`src/rtl/core/srf_pkg.sv`:
```
`timescale 1ns / 1ps

package srf_pkg;

    localparam logic [7:0] SYNC_BYTE      = 8'h80;
    localparam logic [7:0] LENGTH_CEILING = 8'd250;
    localparam logic [7:0] MAX_LENGTH_RST = 8'h85;
    localparam logic [2:0] SYNC_RUN_RST   = 3'd3;
    localparam logic [2:0] SYNC_SAT       = 3'd7;
    localparam logic [8:0] HEADER_BYTES   = 9'd4;

    typedef enum logic [0:0] {
        REG_MAX_LENGTH = 1'b0,
        REG_SYNC_RUN   = 1'b1
    } reg_index_t;

    typedef enum logic [1:0] {
        KIND_BYTE  = 2'd0,
        KIND_GOOD  = 2'd1,
        KIND_BAD   = 2'd2,
        KIND_ABORT = 2'd3
    } kind_t;

    // Effective configuration: values already clamped at write time.
    typedef struct packed {
        logic [7:0] length_limit;
        logic [2:0] sync_need;
    } cfg_t;

    typedef struct packed {
        kind_t      kind;
        logic [7:0] byte_value;
        logic [7:0] position;
        logic       last_of_step;
    } result_t;

    typedef struct packed {
        logic [1:0] count;
        result_t    first;
        result_t    second;
    } step_out_t;

endpackage

```
`src/rtl/core/srf_channels.sv`:
```
`timescale 1ns / 1ps

interface srf_byte_if;
    logic       valid;
    logic       ready;
    logic [7:0] rx_byte;

    modport source (output valid, output rx_byte, input ready);
    modport sink (input valid, input rx_byte, output ready);
endinterface

interface srf_result_if;
    logic       valid;
    logic       ready;
    logic [1:0] kind;
    logic [7:0] byte_value;
    logic [7:0] position;
    logic       last_of_step;

    modport source (output valid, output kind, output byte_value, output position,
                    output last_of_step, input ready);
    modport sink (input valid, input kind, input byte_value, input position,
                  input last_of_step, output ready);
endinterface

interface srf_cfg_if;
    logic       valid;
    logic       ready;
    logic [0:0] index;
    logic [7:0] data;

    modport source (output valid, output index, output data, input ready);
    modport sink (input valid, input index, input data, output ready);
endinterface

```
`src/rtl/core/srf_cfg.sv`:
```
`timescale 1ns / 1ps

module srf_cfg (
    input  logic           clk,
    input  logic           rst_n,
    srf_cfg_if.sink        cfg,
    output srf_pkg::cfg_t  cfg_q
);

    logic [7:0] limit_reg;
    logic [2:0] need_reg;
    logic [7:0] limit_next;
    logic [2:0] need_next;
    logic       wr;

    assign cfg.ready = 1'b1;
    assign wr        = cfg.valid;

    // Clamp on write so the datapath sees ready-to-use values.
    always_comb
    begin
        limit_next = limit_reg;
        need_next  = need_reg;
        if (wr)
        begin
            unique case (srf_pkg::reg_index_t'(cfg.index))
                srf_pkg::REG_MAX_LENGTH:
                begin
                    limit_next = (cfg.data > srf_pkg::LENGTH_CEILING) ?
                                 srf_pkg::LENGTH_CEILING : cfg.data;
                end
                srf_pkg::REG_SYNC_RUN:
                begin
                    need_next = (cfg.data[2:0] == 3'd0) ? 3'd1 : cfg.data[2:0];
                end
                default:
                begin
                    limit_next = limit_reg;
                end
            endcase
        end
    end

    always_ff @(posedge clk or negedge rst_n)
    begin
        if (!rst_n)
        begin
            limit_reg <= srf_pkg::MAX_LENGTH_RST;
            need_reg  <= srf_pkg::SYNC_RUN_RST;
        end
        else
        begin
            limit_reg <= limit_next;
            need_reg  <= need_next;
        end
    end

    assign cfg_q.length_limit = limit_reg;
    assign cfg_q.sync_need    = need_reg;

endmodule

```
`src/rtl/core/srf_step.sv`:
```
`timescale 1ns / 1ps

module srf_step (
    input  logic               clk,
    input  logic               rst_n,
    input  logic               accept,
    input  logic [7:0]         rx_byte,
    input  srf_pkg::cfg_t      cfg_q,
    output srf_pkg::step_out_t step
);

    logic [2:0] sync_count_reg,     sync_count_next;
    logic       in_frame_reg,       in_frame_next;
    logic [7:0] frame_position_reg, frame_position_next;
    logic [7:0] frame_length_reg,   frame_length_next;
    logic [7:0] running_sum_reg,    running_sum_next;

    logic              is_sync;
    logic              opens;
    logic              fits;
    logic              at_checksum;
    srf_pkg::result_t  abort_res;
    srf_pkg::result_t  byte_res;

    assign is_sync     = (rx_byte == srf_pkg::SYNC_BYTE);
    assign opens       = !is_sync && (sync_count_reg >= cfg_q.sync_need);
    assign fits        = (rx_byte <= cfg_q.length_limit);
    assign at_checksum = ({1'b0, frame_position_reg} >=
                          ({1'b0, frame_length_reg} + srf_pkg::HEADER_BYTES));

    always_comb
    begin
        abort_res.kind         = srf_pkg::KIND_ABORT;
        abort_res.byte_value   = 8'd0;
        abort_res.position     = 8'd0;
        abort_res.last_of_step = 1'b0;

        byte_res.kind          = srf_pkg::KIND_BYTE;
        byte_res.byte_value    = rx_byte;
        byte_res.position      = frame_position_reg;
        byte_res.last_of_step  = 1'b1;

        sync_count_next     = sync_count_reg;
        in_frame_next       = in_frame_reg;
        frame_position_next = frame_position_reg;
        frame_length_next   = frame_length_reg;
        running_sum_next    = running_sum_reg;
        step.count          = 2'd0;
        step.first          = byte_res;
        step.second         = byte_res;

        if (is_sync)
        begin
            sync_count_next = (sync_count_reg == srf_pkg::SYNC_SAT) ?
                              srf_pkg::SYNC_SAT : (sync_count_reg + 3'd1);
        end
        else
        begin
            sync_count_next = 3'd0;
        end

        if (opens)
        begin
            // An abort, when present, always comes first.
            byte_res.position = 8'd0;
            if (in_frame_reg)
            begin
                in_frame_next       = 1'b0;
                frame_position_next = 8'd0;
                running_sum_next    = 8'd0;
                abort_res.last_of_step = !fits;
                step.first  = abort_res;
                step.second = byte_res;
                step.count  = fits ? 2'd2 : 2'd1;
            end
            else
            begin
                step.first = byte_res;
                step.count = fits ? 2'd1 : 2'd0;
            end
            if (fits)
            begin
                in_frame_next       = 1'b1;
                frame_length_next   = rx_byte;
                running_sum_next    = rx_byte;
                frame_position_next = 8'd1;
            end
        end
        else if (in_frame_reg)
        begin
            step.count = 2'd1;
            if (at_checksum)
            begin
                byte_res.kind = (running_sum_reg == rx_byte) ?
                                srf_pkg::KIND_GOOD : srf_pkg::KIND_BAD;
                in_frame_next       = 1'b0;
                frame_position_next = 8'd0;
                running_sum_next    = 8'd0;
            end
            else
            begin
                running_sum_next    = running_sum_reg + rx_byte;
                frame_position_next = frame_position_reg + 8'd1;
            end
            step.first = byte_res;
        end
    end

    always_ff @(posedge clk or negedge rst_n)
    begin
        if (!rst_n)
        begin
            sync_count_reg     <= 3'd0;
            in_frame_reg       <= 1'b0;
            frame_position_reg <= 8'd0;
            frame_length_reg   <= 8'd0;
            running_sum_reg    <= 8'd0;
        end
        else if (accept)
        begin
            sync_count_reg     <= sync_count_next;
            in_frame_reg       <= in_frame_next;
            frame_position_reg <= frame_position_next;
            frame_length_reg   <= frame_length_next;
            running_sum_reg    <= running_sum_next;
        end
    end

endmodule

```
`src/rtl/core/srf_outq.sv`:
```
`timescale 1ns / 1ps

module srf_outq #(
    parameter int DEPTH = 4
) (
    input  logic               clk,
    input  logic               rst_n,
    input  logic               push,
    input  srf_pkg::step_out_t step,
    output logic               room,
    srf_result_if.source       res
);

    localparam int PW = (DEPTH > 1) ? $clog2(DEPTH) : 1;
    localparam int CW = $clog2(DEPTH + 1);
    localparam logic [PW-1:0] LAST_SLOT = PW'(DEPTH - 1);
    localparam logic [CW-1:0] ROOM_MIN  = CW'(DEPTH - 2);

    srf_pkg::result_t slot_reg [DEPTH];
    logic [PW-1:0] wr_ptr_reg, wr_ptr_next;
    logic [PW-1:0] rd_ptr_reg, rd_ptr_next;
    logic [CW-1:0] count_reg,  count_next;
    logic [PW-1:0] wr_ptr_1, wr_ptr_2;
    logic [1:0]    n_push;
    logic          pop;

    assign wr_ptr_1 = (wr_ptr_reg == LAST_SLOT) ? '0 : (wr_ptr_reg + PW'(1));
    assign wr_ptr_2 = (wr_ptr_1 == LAST_SLOT) ? '0 : (wr_ptr_1 + PW'(1));
    assign n_push   = push ? step.count : 2'd0;
    assign pop      = res.valid && res.ready;
    // Room means at least two free slots, enough for the worst-case byte.
    assign room     = (count_reg <= ROOM_MIN);

    always_comb
    begin
        case (n_push)
            2'd1:    wr_ptr_next = wr_ptr_1;
            2'd2:    wr_ptr_next = wr_ptr_2;
            default: wr_ptr_next = wr_ptr_reg;
        endcase
        rd_ptr_next = pop ? ((rd_ptr_reg == LAST_SLOT) ? '0 : (rd_ptr_reg + PW'(1)))
                          : rd_ptr_reg;
        count_next  = count_reg + CW'(n_push) - CW'(pop);
    end

    always_ff @(posedge clk or negedge rst_n)
    begin
        if (!rst_n)
        begin
            wr_ptr_reg <= '0;
            rd_ptr_reg <= '0;
            count_reg  <= '0;
        end
        else
        begin
            wr_ptr_reg <= wr_ptr_next;
            rd_ptr_reg <= rd_ptr_next;
            count_reg  <= count_next;
        end
    end

    always_ff @(posedge clk)
    begin
        if (n_push != 2'd0)
        begin
            slot_reg[wr_ptr_reg] <= step.first;
        end
        if (n_push == 2'd2)
        begin
            slot_reg[wr_ptr_1] <= step.second;
        end
    end

    assign res.valid        = (count_reg != '0);
    assign res.kind         = slot_reg[rd_ptr_reg].kind;
    assign res.byte_value   = slot_reg[rd_ptr_reg].byte_value;
    assign res.position     = slot_reg[rd_ptr_reg].position;
    assign res.last_of_step = slot_reg[rd_ptr_reg].last_of_step;

endmodule

```
`src/rtl/core/sync_run_frame_receiver.sv`:
```
`timescale 1ns / 1ps

// Sync-run frame receiver. Received serial bytes enter on the rx channel, one
// item per byte. A run of at least sync_run bytes of 0x80 followed by another
// byte opens a frame whose length field is that byte, if that byte is at
// most max_length; each frame byte then leaves on the res channel with its
// kind and position, and the checksum byte closes the frame with a good or
// bad report. A sync run inside an open frame gives an abort item first. The
// cfg channel writes max_length (index 0) and sync_run (index 1); it is always
// ready, and the user must write it only while idle, which the block does not
// enforce. Results of a byte are registered on acceptance. Throughput: one
// byte per cycle while the queue has room. A byte gives zero, one or two
// items; the two-item case (abort plus new length) uses two entries, so the
// QUEUE_DEPTH entries set how long aborts are absorbed before rx.ready drops.
// Reset clears the framing state and empties the queue; max_length returns
// to 133 and sync_run to 3.
// When the receiver stalls res.ready, queued items hold in place; rx.ready
// falls once fewer than two queue slots remain and rises again as items leave.
module sync_run_frame_receiver #(
    parameter int QUEUE_DEPTH = 4
) (
    input  logic         clk,
    input  logic         rst_n,
    srf_byte_if.sink     rx,
    srf_result_if.source res,
    srf_cfg_if.sink      cfg
);

    srf_pkg::cfg_t      cfg_q;
    srf_pkg::step_out_t step;
    logic               room;
    logic               accept;

    // A byte is taken only when the queue can hold the worst case of two items.
    assign rx.ready = room;
    assign accept   = rx.valid && room;

    srf_cfg u_cfg (
        .clk   (clk),
        .rst_n (rst_n),
        .cfg   (cfg),
        .cfg_q (cfg_q)
    );

    // Framing state and the combinational per-byte decision.
    srf_step u_step (
        .clk     (clk),
        .rst_n   (rst_n),
        .accept  (accept),
        .rx_byte (rx.rx_byte),
        .cfg_q   (cfg_q),
        .step    (step)
    );

    // Result registers, organized as a small queue that decouples the sides.
    srf_outq #(
        .DEPTH (QUEUE_DEPTH)
    ) u_outq (
        .clk   (clk),
        .rst_n (rst_n),
        .push  (accept),
        .step  (step),
        .room  (room),
        .res   (res)
    );

endmodule

```
`src/flat_wrapper.sv`:
```
// flat-port wrapper written by rule: the top's interface ports become plain ports
module sync_run_frame_receiver_flat 
#(
    parameter int QUEUE_DEPTH = 4
)
  (clk, rst_n, rx_valid, rx_rx_byte, rx_ready, res_valid, res_kind, res_byte_value, res_position, res_last_of_step, res_ready, cfg_valid, cfg_index, cfg_data, cfg_ready);
  srf_byte_if rx_i ();
  srf_result_if res_i ();
  srf_cfg_if cfg_i ();
  input  logic clk;
  input  logic rst_n;
  input wire logic [$bits(rx_i.valid)-1:0] rx_valid;
  input wire logic [$bits(rx_i.rx_byte)-1:0] rx_rx_byte;
  output wire logic [$bits(rx_i.ready)-1:0] rx_ready;
  output wire logic [$bits(res_i.valid)-1:0] res_valid;
  output wire logic [$bits(res_i.kind)-1:0] res_kind;
  output wire logic [$bits(res_i.byte_value)-1:0] res_byte_value;
  output wire logic [$bits(res_i.position)-1:0] res_position;
  output wire logic [$bits(res_i.last_of_step)-1:0] res_last_of_step;
  input wire logic [$bits(res_i.ready)-1:0] res_ready;
  input wire logic [$bits(cfg_i.valid)-1:0] cfg_valid;
  input wire logic [$bits(cfg_i.index)-1:0] cfg_index;
  input wire logic [$bits(cfg_i.data)-1:0] cfg_data;
  output wire logic [$bits(cfg_i.ready)-1:0] cfg_ready;
  assign rx_i.valid = rx_valid;
  assign rx_i.rx_byte = rx_rx_byte;
  assign rx_ready = rx_i.ready;
  assign res_valid = res_i.valid;
  assign res_kind = res_i.kind;
  assign res_byte_value = res_i.byte_value;
  assign res_position = res_i.position;
  assign res_last_of_step = res_i.last_of_step;
  assign res_i.ready = res_ready;
  assign cfg_i.valid = cfg_valid;
  assign cfg_i.index = cfg_index;
  assign cfg_i.data = cfg_data;
  assign cfg_ready = cfg_i.ready;
  sync_run_frame_receiver #(.QUEUE_DEPTH(QUEUE_DEPTH)) u_core (.clk(clk), .rst_n(rst_n), .rx(rx_i), .res(res_i), .cfg(cfg_i));
endmodule
```
`config.mk`:
```
export PLATFORM = sky130hd
export DESIGN_NAME = sync_run_frame_receiver_flat
export DESIGN_NICKNAME = d
export VERILOG_FILES = /design/src/rtl/core/srf_pkg.sv /design/src/rtl/core/srf_channels.sv /design/src/rtl/core/srf_cfg.sv /design/src/rtl/core/srf_step.sv /design/src/rtl/core/srf_outq.sv /design/src/rtl/core/sync_run_frame_receiver.sv /design/src/flat_wrapper.sv
export SDC_FILE = /design/constraint.sdc
export NUM_CORES = 1
export LEC_CHECK = 0
export BUFFER_PORTS_ARGS = -buffer_cell sky130_fd_sc_hd__buf_4
export CAP_MARGIN = 20
export CORE_MARGIN = 1.5
export CORE_UTILIZATION = 31
export CTS_CLUSTER_SIZE = 14
export DETAILED_ROUTE_END_ITERATION = 8
export GPL_TIMING_DRIVEN = 0
export PLACE_DENSITY_LB_ADDON = 0.1
export SLEW_MARGIN = 20
export SYNTH_ARGS = -nofsm -noshare
export SYNTH_HDL_FRONTEND = slang
export SYNTH_HIERARCHICAL = 1
export SYNTH_SLANG_ARGS = --single-unit
```
`constraint.sdc`:
```
create_clock -name clk -period 4.6 [get_ports clk]
set_input_delay 0.23 -clock clk [delete_from_list [all_inputs] [get_ports clk]]
set_output_delay 0.23 -clock clk [all_outputs]
set_load 0.05 [all_outputs]
```
==> flow_results.org, run 1 <==
** Place
- Estimated wirelength of the detail-placed design :: 12.1 mm
- Placer Congestion :: just under 0.8
- Summing all placed instances gives a cell area of 0.00810 sq mm.
- Number of I/O port buffers :: 42

** Cells and area
- For this run, the post-layout net count is 718.
- Share of the core filled with cells :: between 30% and 40%
- The area growth from synthesis to layout is 20.9%.
- Share of final-layout standard cells stronger than drive strength 1 :: ~36%
- 0 antenna diodes ended up in the layout.
- The register with the most flip-flops in the layout has 76 of them.
- After routing the design area is between 0.008 and 0.009 sq mm.

** Pwr
- Sequential cells burn 30.5% of the power.
- Sw frac :: a little under two fifths
- Power density over the cells :: 572 mW/mm^2
- Combinational logic is responsible for ~41% of the overall power.
- Total net switching power :: approximately 0.0019 W
- The clock network accounts for 28.1% of the total power.
- For this design the static power due to leakage is approximately 3.5 nW.
- Cell-internal power :: between 0.003 and 0.004 W
- IR analysis of the VDD net gives a maximum drop of 0.264 mV.
- Power after layout :: between 0.005 and 0.006 W

** Detailed routing
- Vias per inst :: 4.78
- Router iterations before antenna repair :: 4
- Average detailed-routed wire length per instance :: approximately 18 um
- For this run, design rule violations remaining after detail routing come to 0.
- The detail route stage leaves a number of antenna-violating nets equal to 0.
- Routed vias :: about 4700
- DRC marker count from the first detailed-route iteration :: about 210
- The routed design has between 15 and 20 mm of wire.

** Job
- The tool flagged a number of max-cap violations equal to 0.

** Floorplanning
- Number of rows created at floorplan :: 55
- Height of the chip :: approximately 160 um
- Width of the die :: 156 um
- Effective utilization at floorplan :: a little under a third
- Total Die Area :: around 0.024 sq mm
- I/O pin total :: 44
- Core box area :: between 0.02 and 0.025 sq mm

** Clocking
- Total CTS buffers :: 17
- Clock latency reported for the late side of the worst-skew pair :: roughly 0.42 ns
- CTS built an H-tree with a depth of 4.
- TritonCTS built the clock tree.
- Clock slew seen by the registers of the worst setup and hold paths :: approximately 0.060 ns
- PostCTS Resize Cnt :: 0
- The clock net in this run drives a total of about 120 sinks.
- CTS placed an instance of sky130_fd_sc_hd__clkbuf_16 at the clock tree root.
- Buffers added to address setup during post-CTS repair amount to 0.
- Max clock buf depth :: 2

** Timing
- Based on the critical path, the design can be clocked at up to around 270 MHz.
- The tightest hold path in the finished design has a slack of 0.0234 ns.
- After layout, the worst path uses 80.9% of the clock period.
- After layout, the minimum clock period comes to about 3.7 ns.
- Measured against its own limit, the worst slew margin works out to 33.2%.
- Hold Fails Final Rpt :: 0
- For the pin with the worst max-slew slack, the measured transition is ~1 ns.
- Layout Skew :: 0.00829 ns
- Setup violations remaining at the end of the flow were counted as 0.
- The final count of pins violating max slew was 0.
- Setup repair after global routing missed its margin :: false

** Yosys
- Synthesis instantiated between 50 and 60 different standard cells from the library.
- After technology mapping, the gate count stands at a little under 600.
- Flip-flop and latch count after synthesis :: approximately 120
- After synthesis, the mean cell area works out to about 12 sq um.
- Post-synthesis instance area :: 0.00724 sq mm
- After synthesis, the share of flip-flops with an asynchronous set or reset is 37.7%.
- Cell type contributing the most total cell area after synthesis :: sky130_fd_sc_hd__edfxtp_1
- After synthesis, the largest area contributor takes up 31.5% of total cell area.
- Yosys Warn Count :: 6
- Biggest area contributors in the synthesized netlist :: sky130_fd_sc_hd__edfxtp_1 (32%), sky130_fd_sc_hd__dfrtp_1 (14%), sky130_fd_sc_hd__mux2_2 (12%)
- Summing the sequential cell areas from Yosys gives 47.5% of the chip area.
- EDFF count, synth :: 76
- In the synthesized netlist the dominant register cell turns out to be sky130_fd_sc_hd__edfxtp_1.

** Global routing
- Global routing consumed, over all layers together, roughly 15% of the routing resources.
- The initial antenna violation count came to 0.
- The first global-routing pass estimated between 20 and 30 mm of wire.
- Via count of the first global-routing pass :: ~5000
- After global routing the overflow that remains totals 0.
- Entering global routing, the biggest net connects 47 pins.

** Hold path
- The path class of the tightest hold or removal check is input pin to register.

** Worst setup path
- The worst setup path is captured at a register.
- Required time worst endpoint :: approximately 4.8 ns
- The worst setup path is launched from a register.
- Along the worst path, the maximum fanout reaches 11.
- Worst endpoint data arrival time :: 3.90 ns
- The worst setup path is of the register to register kind.

** Outcome
- The run finished with clean final reports.
## repair_timing
action,in CTS,in global routing
setup endpoints to repair,0,0
hold endpoints to repair,43,0
hold buffers,3,0
## kinds of logic after synthesis
logic type	count (synthesis)	share of synthesized area, %
muxes	109	20.4
xor gates and xnor gates	14	1.69
and+or+nand+nor	143	9.98
buffers and inverters	68	4.88
adders and majority gates	46	8.16
DFF	122	47.5
AOI/OAI and AO/OA	76	7.18
other	3	0.156
## placed cells by master, fill, tap and decap left out, drive strengths merged, types with 3 or more instances in the layout
master	n
mux2	90
edfxtp	76
buf	73
nand2	49
ha	44
inv	44
dfrtp	41
nor2	35
a21oi	23
o21ai	23
clkbuf	22
and2	20
mux4	19
nand3	11
xnor2	10
nor2b	8
a221oi	7
dfstp	5
conb	4
xor2	4
and3	4
a22o	4
clkinvlp	3
bufinv	3
dlygate4sd3	3
o211ai	3
nor3	3
## metrics by stage
stage,setup slack [ns],setup TNS [ns],std cells
after floorplan,0.558,0,582
after global placement,-1.34,-98.44,937
after detailed placement,0.880,0,941
after CTS,0.845,0,976
after global routing,0.635,0,976
final,0.879,0,976
## per-layer routing
| layer | GRT usage (%) | vias up | part of all wire [%] |
|---|---|---|---|
| met2 | 25.5 | 73 | 48 |
| met1 | 20.1 | 2313 | 48 |
| met5 | 0 | - | 0 |
| met3 | 3.44 | 14 | 2.8 |
| li1 | - | 2262 | - |
| met4 | 4.31 | 0 | 0.87 |
## power by group through the flow
| stage | Sequential (W) | Clock [W] | Combinational (W) |
|---|---|---|---|
| 2_1_floorplan | 0.00151 | 0 | 0.00155 |
| 3_3_place_gp | 0.00155 | 0 | 0.00202 |
| 3_5_place_dp | 0.00155 | 0 | 0.00208 |
| 4_1_cts | 0.00153 | 0.00145 | 0.00210 |
| 5_1_grt | 0.00156 | 0.00150 | 0.00227 |
| 6_report | 0.00153 | 0.00141 | 0.00207 |
## critical path, stage by stage, from the launching register on
cell and delay (ns):
sky130_fd_sc_hd__dfstp_2 0.53, sky130_fd_sc_hd__inv_1 0.04, sky130_fd_sc_hd__ha_1 0.30, sky130_fd_sc_hd__nand4_2 0.16, sky130_fd_sc_hd__o31a_1 0.32, sky130_fd_sc_hd__a31oi_1 0.26, sky130_fd_sc_hd__inv_1 0.08, sky130_fd_sc_hd__ha_1 0.28
sky130_fd_sc_hd__nand2_1 0.04, sky130_fd_sc_hd__o21ai_0 0.07, sky130_fd_sc_hd__nand2_1 0.17, sky130_fd_sc_hd__ha_1 0.35, sky130_fd_sc_hd__nand2_1 0.10, sky130_fd_sc_hd__buf_2 0.33, sky130_fd_sc_hd__o21ai_4 0.23, sky130_fd_sc_hd__buf_16 0.22
## cell type report
type | count | area (sq um)
Clock inverter | 14 | 185
Fill cell | 2212 | 14000
Inverter | 37 | 139
Tap cell | 313 | 392
Clock buffer | 18 | 429
Buffer | 31 | 214
Multi-Input combinational cell | 392 | 3490
Timing Repair Buffer | 49 | 455
Sequential cell | 122 | 3440
## synthesized netlist by cell type (3+ instances only)
library cell / number
sky130_fd_sc_hd__nand3_1: 11
sky130_fd_sc_hd__o211ai_1: 3
sky130_fd_sc_hd__mux2_2: 80
sky130_fd_sc_hd__xor2_1: 4
sky130_fd_sc_hd__conb_1: 3
sky130_fd_sc_hd__and3_1: 4
sky130_fd_sc_hd__buf_2: 11
sky130_fd_sc_hd__inv_1: 37
sky130_fd_sc_hd__nand2_1: 46
sky130_fd_sc_hd__xnor2_1: 10
sky130_fd_sc_hd__nor2_1: 34
sky130_fd_sc_hd__a21oi_1: 22
sky130_fd_sc_hd__nor2b_1: 8
sky130_fd_sc_hd__edfxtp_1: 76
sky130_fd_sc_hd__buf_6: 3
sky130_fd_sc_hd__dfstp_2: 5
sky130_fd_sc_hd__buf_4: 12
sky130_fd_sc_hd__a22o_1: 4
sky130_fd_sc_hd__mux2_4: 10
sky130_fd_sc_hd__and2_1: 19
sky130_fd_sc_hd__a221oi_1: 7
sky130_fd_sc_hd__dfrtp_1: 41
sky130_fd_sc_hd__mux4_2: 19
sky130_fd_sc_hd__ha_1: 44
sky130_fd_sc_hd__o21ai_2: 3
sky130_fd_sc_hd__clkbuf_1: 4
sky130_fd_sc_hd__o21ai_0: 18
## worst paths after layout
check                                                       from                                              end  slack (ns)  cells after the start
max reg2reg                u_core/u_cfg/limit_reg[2]$_DFFE_PN1P_           u_core/u_outq/slot_reg[0][5]$_DFFE_PP_        0.88                     15
max                        u_core/u_cfg/limit_reg[2]$_DFFE_PN1P_           u_core/u_outq/slot_reg[0][5]$_DFFE_PP_        0.88                     15
min                                                  cfg_data[6]            u_core/u_cfg/limit_reg[6]$_DFFE_PN0P_        0.02                      3
min reg2reg                u_core/u_cfg/limit_reg[7]$_DFFE_PN1P_            u_core/u_cfg/limit_reg[7]$_DFFE_PN1P_        0.46                      2
min in group asynchronous                                  rst_n     u_core/u_step/running_sum_reg[3]$_DFFE_PN0P_        0.36                      2
max in group asynchronous                                  rst_n  u_core/u_step/frame_position_reg[1]$_DFFE_PN0P_        3.78                      2
Power figures use the tool's default switching activity.
==> run 2, diff against run 1 <==
Clock period 4.6 ns to 3.5 ns, I/O delays scaled along.
==> run 2 against run 1 <==
Clock-buffer cell count unchanged; via count increased by 0.56%; register-to-register slack got worse by 0.72 ns; combinational power increased by 34%; critical path depth increased by 1; critical path type unchanged.
==> flow_results.org, run 2 (synthesis gave the netlist of run 1 again) <==
** Timing
- Layout Skew :: 0.0157 ns
- Derived from the worst setup path, the maximum achievable clock frequency is 299 MHz.
- Setup repair after global routing left no endpoint under its margin.
- The final critical path takes up ~96% of the cycle.
- Setup_tns :: 0 ns
- Slew @ Worst Pin :: approximately 0.67 ns
- Rel. slew slack :: a little over half
- Setup violations remaining at the end of the flow were counted as 0.
- Hold Fails Final Rpt :: 0
- Final count of pins violating max slew :: 0
- Final critical-path required period :: ~3.3 ns

** Floorplanning
- Number of rows created at floorplan :: 55
- I/O pin total :: 44
- Width of the die :: approximately 160 um
- Total Die Area :: roughly 0.024 sq mm
- The die is roughly 160 um tall.
- The initial utilization of the core area, before any placement, comes to a little under a third.
- In this run the standard cell core region covers roughly 0.023 sq mm.

** Worst setup path
- Crit path buffers/inverters :: 3
- Cell-by-cell trace of the critical path :: inv_1 > ha_4 > nand2_2 > o31a_1 > a31oi_2 > inv_1 > ha_1 > nand2_1 > o21ai_1 > nand2_2 > ha_1 > inv_1 > ha_1 > fa_2 > xnor2_2 > xnor2_1
- STA puts the critical path data arrival time at between 3 and 4 ns.
- Required time worst endpoint :: 3.80 ns
- Grouping stages by cell kind, the critical path spends the most delay in adder cells.
- Max FO, Critical Path :: 3
- The worst setup path is of the register to register kind.
- The worst setup path is launched from a register.
- In this design, the stage delay of the slowest critical-path cell is roughly 0.52 ns.
- STA classifies the critical path endpoint as a register.
- The slowest stage of the critical path is the sky130_fd_sc_hd__dfstp_2 cell.

** Cells and area
- Share of final-layout standard cells stronger than drive strength 1 :: a little under two fifths
- Cells fill around 40% of the core in the end.
- 0 antenna diodes ended up in the layout.
- Most frequent cells in the layout :: sky130_fd_sc_hd__mux2_2 (80), sky130_fd_sc_hd__edfxtp_1 (76), sky130_fd_sc_hd__buf_4 (68)
- The register with the most flip-flops in the layout has 76 of them.
- Leaving out fill and tap cells, the most frequent cell in the layout is sky130_fd_sc_hd__mux2_2.
- Area added between synthesis and finish :: 23.4%
- Count of nets after finishing :: approximately 730
- FILL cells :: about 2200
- Post-layout instance count excluding filler cells :: 989

** Detailed routing
- Final Routed Wirelength :: 17.5 mm
- Average detailed-routed wire length per instance :: roughly 18 um
- DRC errors left :: 0
- Routed vias :: between 4000 and 5000
- In this run, the number of DRC markers left after iteration 0 of detailed routing was between 200 and 250.
- Residual antenna-violating net count after detailed routing :: 0
- The pre-antenna-repair detailed-routing pass consisted of 4 iterations.
- After detailed routing, the number of vias per cell comes to ~4.7.

** Clocking
- Max clock buf depth :: 2
- The H-tree generated during clock tree synthesis spans 4 levels.
- CTS Sinks :: 122
- Clock latency reported for the late side of the worst-skew pair :: ~0.42 ns
- Clock root buffer master :: sky130_fd_sc_hd__clkbuf_16
- After clock tree synthesis, the clock-pin slew on the worst setup and hold paths is about 0.060 ns.
- TritonCTS created 17 clock buffers.
- TritonCTS built the clock tree.

** Outcome
- The flow ran to the end, and the final reports show no timing, DRC or antenna violations.

** Global routing
- After global routing the overflow that remains totals 0.
- The number of global-route vias before repair was 4928.
- The initial antenna violation count came to 0.
- Entering global routing, the biggest net connects 47 pins.
- The first global-routing pass estimated about 28 mm of wire.
- Total global-route track usage :: between 10% and 20%

** Pwr
- In this run the static leakage power is between 3 and 4 nW.
- Power spread over the standard cell area amounts to ~730 mW/mm^2.
- Peak supply drop :: approximately 0.34 mV

** Hold path
- Type of the worst min-delay path :: input pin to register

** Job
- Max-capacitance violation count :: 0

** Place
- Including well taps, the total number of placed cells is between 900 and 1000.
- Number of I/O port buffers :: 42
- Routability-driven placement finished with a final weighted congestion of about 0.8.
- Once detailed placement completed, the half-perimeter wirelength came to ~12 mm.
## run 2: cell count changes in the layout (fill, tap and decap cells not counted), sizes merged
cell and change:
clkinvlp +2, buf +9, inv -6, dlygate4sd3 +5, bufinv -1, clkinv +4
## run 2: final timing paths
path | slack [ns] | cells after the start | to | startpoint
setup reg to reg | 0.15 | 16 | u_core/u_outq/count_reg[2]$_DFF_PN0_ | u_core/u_cfg/limit_reg[7]$_DFFE_PN1P_
min in group asynchronous | 0.33 | 2 | u_core/u_outq/wr_ptr_reg[0]$_DFFE_PN0P_ | rst_n
setup / recovery | 0.15 | 16 | u_core/u_outq/count_reg[2]$_DFF_PN0_ | u_core/u_cfg/limit_reg[7]$_DFFE_PN1P_
hold reg to reg | 0.47 | 2 | u_core/u_cfg/limit_reg[7]$_DFFE_PN1P_ | u_core/u_cfg/limit_reg[7]$_DFFE_PN1P_
max in group asynchronous | 2.76 | 2 | u_core/u_step/sync_count_reg[1]$_DFFE_PN0P_ | rst_n
hold / removal | 0.02 | 2 | u_core/u_cfg/limit_reg[1]$_DFFE_PN0P_ | cfg_data[1]
## run 2: cell type report
cell class | count | area, sq um | area share [%]
inverter | 37 | 139 | 1.56
buffer | 31 | 234 | 2.62
timing repair buffer | 63 | 611 | 6.84
tap | 313 | 392 | 4.38
sequential | 122 | 3440 | 38.5
clock inverter | 13 | 129 | 1.44
multi-input combinational | 392 | 3560 | 39.8
clock buffer | 18 | 429 | 4.81
## run 2: metrics by stage
step / total power [W] / worst slack (ns) / hold slack, ns / cell area [sq um]
after floorplan: 0.00402 / -0.0425 / -0.121 / 7240
after global placement: 0.00468 / -1.34 / 0.247 / 7950
after detailed placement: 0.00477 / -0.255 / 0.245 / 8100
after CTS: 0.00653 / 0.00148 / 0.00274 / 8880
after global routing: 0.00690 / 0.00374 / 0.0224 / 8930
final: 0.00648 / 0.155 / 0.0226 / 8930
## run 2: what timing repair did
action	4_1_cts	5_1_grt
endpoints found under the hold margin	48	0
setup endpoints to repair	162	153
pin swaps	4	6
setup buffers	7	2
gates cloned	0	0
hold buffers	8	0
resized for setup	14	6
## run 2: layer usage
metal  vias up  global-route usage, %  part of all wire, %
met1      2301                   20.3                   47
li1       2282                      -                    -
met5         -                      0                    0
met3         8                   3.25                  4.2
met4         0                   4.35                 0.69
met2        97                   25.3                   48
## run 2: worst register-to-register path, cell delays in order (launching register included)
cell and delay (ns):
sky130_fd_sc_hd__dfstp_2 0.52, sky130_fd_sc_hd__inv_1 0.07, sky130_fd_sc_hd__ha_4 0.27, sky130_fd_sc_hd__nand2_2 0.05, sky130_fd_sc_hd__o31a_1 0.32, sky130_fd_sc_hd__a31oi_2 0.20, sky130_fd_sc_hd__inv_1 0.07, sky130_fd_sc_hd__ha_1 0.27
sky130_fd_sc_hd__nand2_1 0.04, sky130_fd_sc_hd__o21ai_1 0.10, sky130_fd_sc_hd__nand2_2 0.12, sky130_fd_sc_hd__ha_1 0.32, sky130_fd_sc_hd__inv_1 0.04, sky130_fd_sc_hd__ha_1 0.19, sky130_fd_sc_hd__fa_2 0.37, sky130_fd_sc_hd__xnor2_2 0.15
sky130_fd_sc_hd__xnor2_1 0.13
## run 2: report_power, final
group	switching, W	internal, W	total (W)
sequential	0.000194	0.00182	0.00201
clock	0.000652	0.00103	0.00169
combinational	0.00161	0.00118	0.00278
==> run 3, diff against run 2 <==
Settings changed: CELL_PAD_IN_SITES_DETAIL_PLACEMENT set to 1, CELL_PAD_IN_SITES_GLOBAL_PLACEMENT set to 1, CORE_UTILIZATION 31 to 45.
Clock period 3.5 ns to 3 ns, I/O delays scaled along.
==> run 3 against run 2 <==
The run now ends with negative setup slack left; hold slack improved by 0.045 ns; critical endpoint unchanged; register-to-register slack got worse by 0.49 ns; clock-buffer cell count rose by 3; highest routed layer unchanged; critical path depth did not move; design area rose by 5.5%; die area fell by 31%; final cell count fell by 8.3%; routed wire length rose by 21%; first-iteration DRC count rose by 15%; combinational power rose by 28%.
==> flow_results.org, run 3 (synthesis gave the netlist of run 1 again) <==
** Cells and area
- Share of final-layout standard cells stronger than drive strength 1 :: a little over two fifths
- Ant. Diodes :: 0
- In the final design database the tool counted approximately 750 nets.
- The register with the most flip-flops in the layout has 76 of them.
- Sequential cell area :: ~0.0034 sq mm
- In the layout the commonest cells are sky130_fd_sc_hd__edfxtp_1 (76), sky130_fd_sc_hd__mux2_2 (63), sky130_fd_sc_hd__buf_4 (62).
- The filler cells instantiated in the layout total roughly 1600.
- Post-layout instance count excluding filler cells :: roughly 910
- Area added between synthesis and finish :: 30.2%
- Final non-filler cell area :: between 0.009 and 0.01 sq mm
- Most common cell after layout, fill and taps aside :: sky130_fd_sc_hd__edfxtp_1
- The multi-input combinational cells in the finished layout cover a total of 0.00379 sq mm.

** Place
- In this run the tool buffered the top-level ports with 42 buffer cells.
- Area post-placement :: approximately 0.008 sq mm
- Placer Congestion :: about 0.82
- Counting tap cells, the placed design contains a total of between 800 and 900 instances.
- Pre-CTS setup slack :: -0.672 ns
- Detailed placement finished with a half-perimeter wire length of 12.6 mm.

** Worst setup path
- Critical Path Sink Type :: register
- Critical path's slowest cell :: sky130_fd_sc_hd__dfstp_2
- Cell-by-cell trace of the critical path :: inv_2 > ha_4 > nand2_4 > o31a_1 > a31oi_2 > inv_1 > ha_1 > nand2_1 > o21ai_2 > nand2_4 > ha_4 > inv_2 > ha_4 > fa_2 > xnor2_2 > xnor2_1
- Critical path's largest stage delay :: 0.53 ns
- At the worst endpoint, the arrival time is roughly 3.7 ns.
- Critical Setup Path Class :: register to register
- Required time worst endpoint :: ~3.3 ns
- Critical Path Source Type :: register
- In this run the critical register-to-register path is launched from u_core/u_cfg/limit_reg[7]$_DFFE_PN1P_.
- The critical path starts at u_core/u_cfg/limit_reg[7]$_DFFE_PN1P_.
- Along the worst path, the maximum fanout reaches 3.
- The cell that appears most often on the critical path is sky130_fd_sc_hd__ha_4.

** Detailed routing
- DRC errors left :: 0
- The detailed router placed approximately 5000 vias in this run.
- The first TritonRoute pass finished after 5 iterations.
- DRC marker count from the first detailed-route iteration :: 278
- In the final routed layout, each cell accounts on average for approximately 23 um.
- Final Routed Wirelength :: between 20 and 25 mm
- After detailed routing, the number of vias per cell comes to 5.54.
- Residual antenna-violating net count after detailed routing :: 0

** Global routing
- The total overflow left after global routing is 0.
- Entering global routing, the biggest net connects 47 pins.
- Across every metal layer, demand over resource in global routing totals 23.9%.
- The first global-routing pass estimated roughly 30 mm of wire.
- The number of global-route vias before repair was ~5400.
- Number of antenna violations at the first check in global routing :: 0

** Hold path
- In this run the most critical hold path is launched from rx_rx_byte[4].
- The tightest min-delay check is of the input pin to register type.

** Timing
- Slew @ Worst Pin :: just under 0.8 ns
- Final setup vio count :: 154
- Peak Freq :: roughly 300 MHz
- The final count of pins violating max slew is 0.
- Setup repair after global routing could not meet its margin everywhere.
- The number of endpoints with negative hold slack in the final report was 0.
- Final critical-path required period :: between 3 and 4 ns
- Ratio of final minimum period to clock period :: 111%
- On the final layout, the worst hold slack is 0.0671 ns.
- Rel. slew slack :: roughly 48%
- Fin worst setup slack :: -0.337 ns
- Layout Skew :: just under 0.006 ns

** Floorplanning
- Total Die Area :: 0.0169 sq mm
- In this run the standard cell core region covers approximately 0.016 sq mm.
- Width of the die :: between 100 and 150 um
- I/O pin total :: between 40 and 50
- In this run the vertical extent of the chip is roughly 130 um.
- Effective utilization at floorplan :: 45.9%
- In this run the core area contains 46 standard-cell rows.

** Pwr
- Leakage component of the power :: 3.91 nW
- The completed layout was analyzed and its total power is 0.00812 W.
- Peak supply drop :: 0.484 mV
- For this design the ratio of total power to cell area is approximately 860 mW/mm^2.

** Clocking
- Buffers inserted during clock tree synthesis total 17.
- Clock slew seen by the registers of the worst setup and hold paths :: 0.06 ns
- CTS Sinks :: ~120
- Clock latency reported for the late side of the worst-skew pair :: about 0.42 ns
- Max clock buf depth :: 2
- The root buffer cell chosen for the clock tree is sky130_fd_sc_hd__clkbuf_16.
- TritonCTS clock tree :: built
- CTS built an H-tree with a depth of 4.

** Outcome
- Result of the run :: complete, but fails checks
- The checks that failed: negative setup slack.

** Job
- Max-cap violations in this run came to 0.
[run 3: changes by cell type in the layout (fill, tap and decap cells not counted), moves of 6 or more]
| cell | previous run | this run |
|---|---|---|
| sky130_fd_sc_hd__mux2_4 | 10 | 27 |
| sky130_fd_sc_hd__buf_4 | 68 | 62 |
| sky130_fd_sc_hd__clkbuf_16 | 17 | 26 |
| sky130_fd_sc_hd__buf_12 | 4 | 11 |
| sky130_fd_sc_hd__mux2_2 | 80 | 63 |
[run 3: power by group]
group          internal, W  switching [W]
combinational      0.00147        0.00210
sequential         0.00212       0.000254
clock              0.00137       0.000802
[run 3: path summary, 6_finish.rpt]
check	end	slack (ns)	depth (start not counted)
hold / removal	u_core/u_step/frame_length_reg[4]$_DFFE_PN0P_	0.07	2
max in group asynchronous	u_core/u_cfg/limit_reg[3]$_DFFE_PN0P_	2.27	2
min in group asynchronous	u_core/u_outq/rd_ptr_reg[0]$_DFFE_PN0P_	0.27	2
setup / recovery	u_core/u_outq/count_reg[2]$_DFF_PN0_	-0.34	16
hold reg to reg	u_core/u_cfg/limit_reg[7]$_DFFE_PN1P_	0.47	2
setup reg to reg	u_core/u_outq/count_reg[2]$_DFF_PN0_	-0.34	16
[run 3: critical path, delay by kind of cell (launching register included)]
family,cells,cell delay (ns)
simple gates,3,0.22
flops,1,0.53
compound gates,3,0.59
buf+inv,3,0.15
xor+xnor,2,0.37
fa+ha+maj,5,1.37
[run 3: repair_timing]
| item | 4_1_cts | 5_1_grt |
|---|---|---|
| pin swaps | 11 | 12 |
| gates resized for setup | 24 | 70 |
| cloned | 0 | 10 |
| hold buffers | 9 | 0 |
| setup buffers | 12 | 7 |
| endpoints found under the hold margin | 51 | 0 |
| endpoints found under the setup margin | 170 | 168 |
[run 3: layout make-up]
cell class / count / area share (%)
clock inverter: 11 / 1.37
tap: 216 / 2.87
clock buffer: 21 / 5.34
multi-input combinational: 392 / 40.3
inverter: 37 / 1.47
sequential: 122 / 36.5
buffer: 30 / 3.27
timing repair buffer: 78 / 8.87
[run 3: stage by stage]
stage	TNS, ns	utilization, %
finish	-28.59	59.7
global route	-46.20	59.7
CTS	-33.55	56.5
detailed placement	-90.80	50.3
global placement	-79.61	50.3
floorplan	-7.23	-
[run 3: metal layers]
| layer | vias to the layer above | track usage [%] | wire length [um] |
|---|---|---|---|
| met3 | 23 | 4.80 | 943 |
| li1 | 2320 | - | - |
| met4 | 0 | 8.24 | 352 |
| met2 | 102 | 43.3 | 11300 |
| met5 | - | 0 | 0 |
| met1 | 2578 | 28.3 | 8490 |
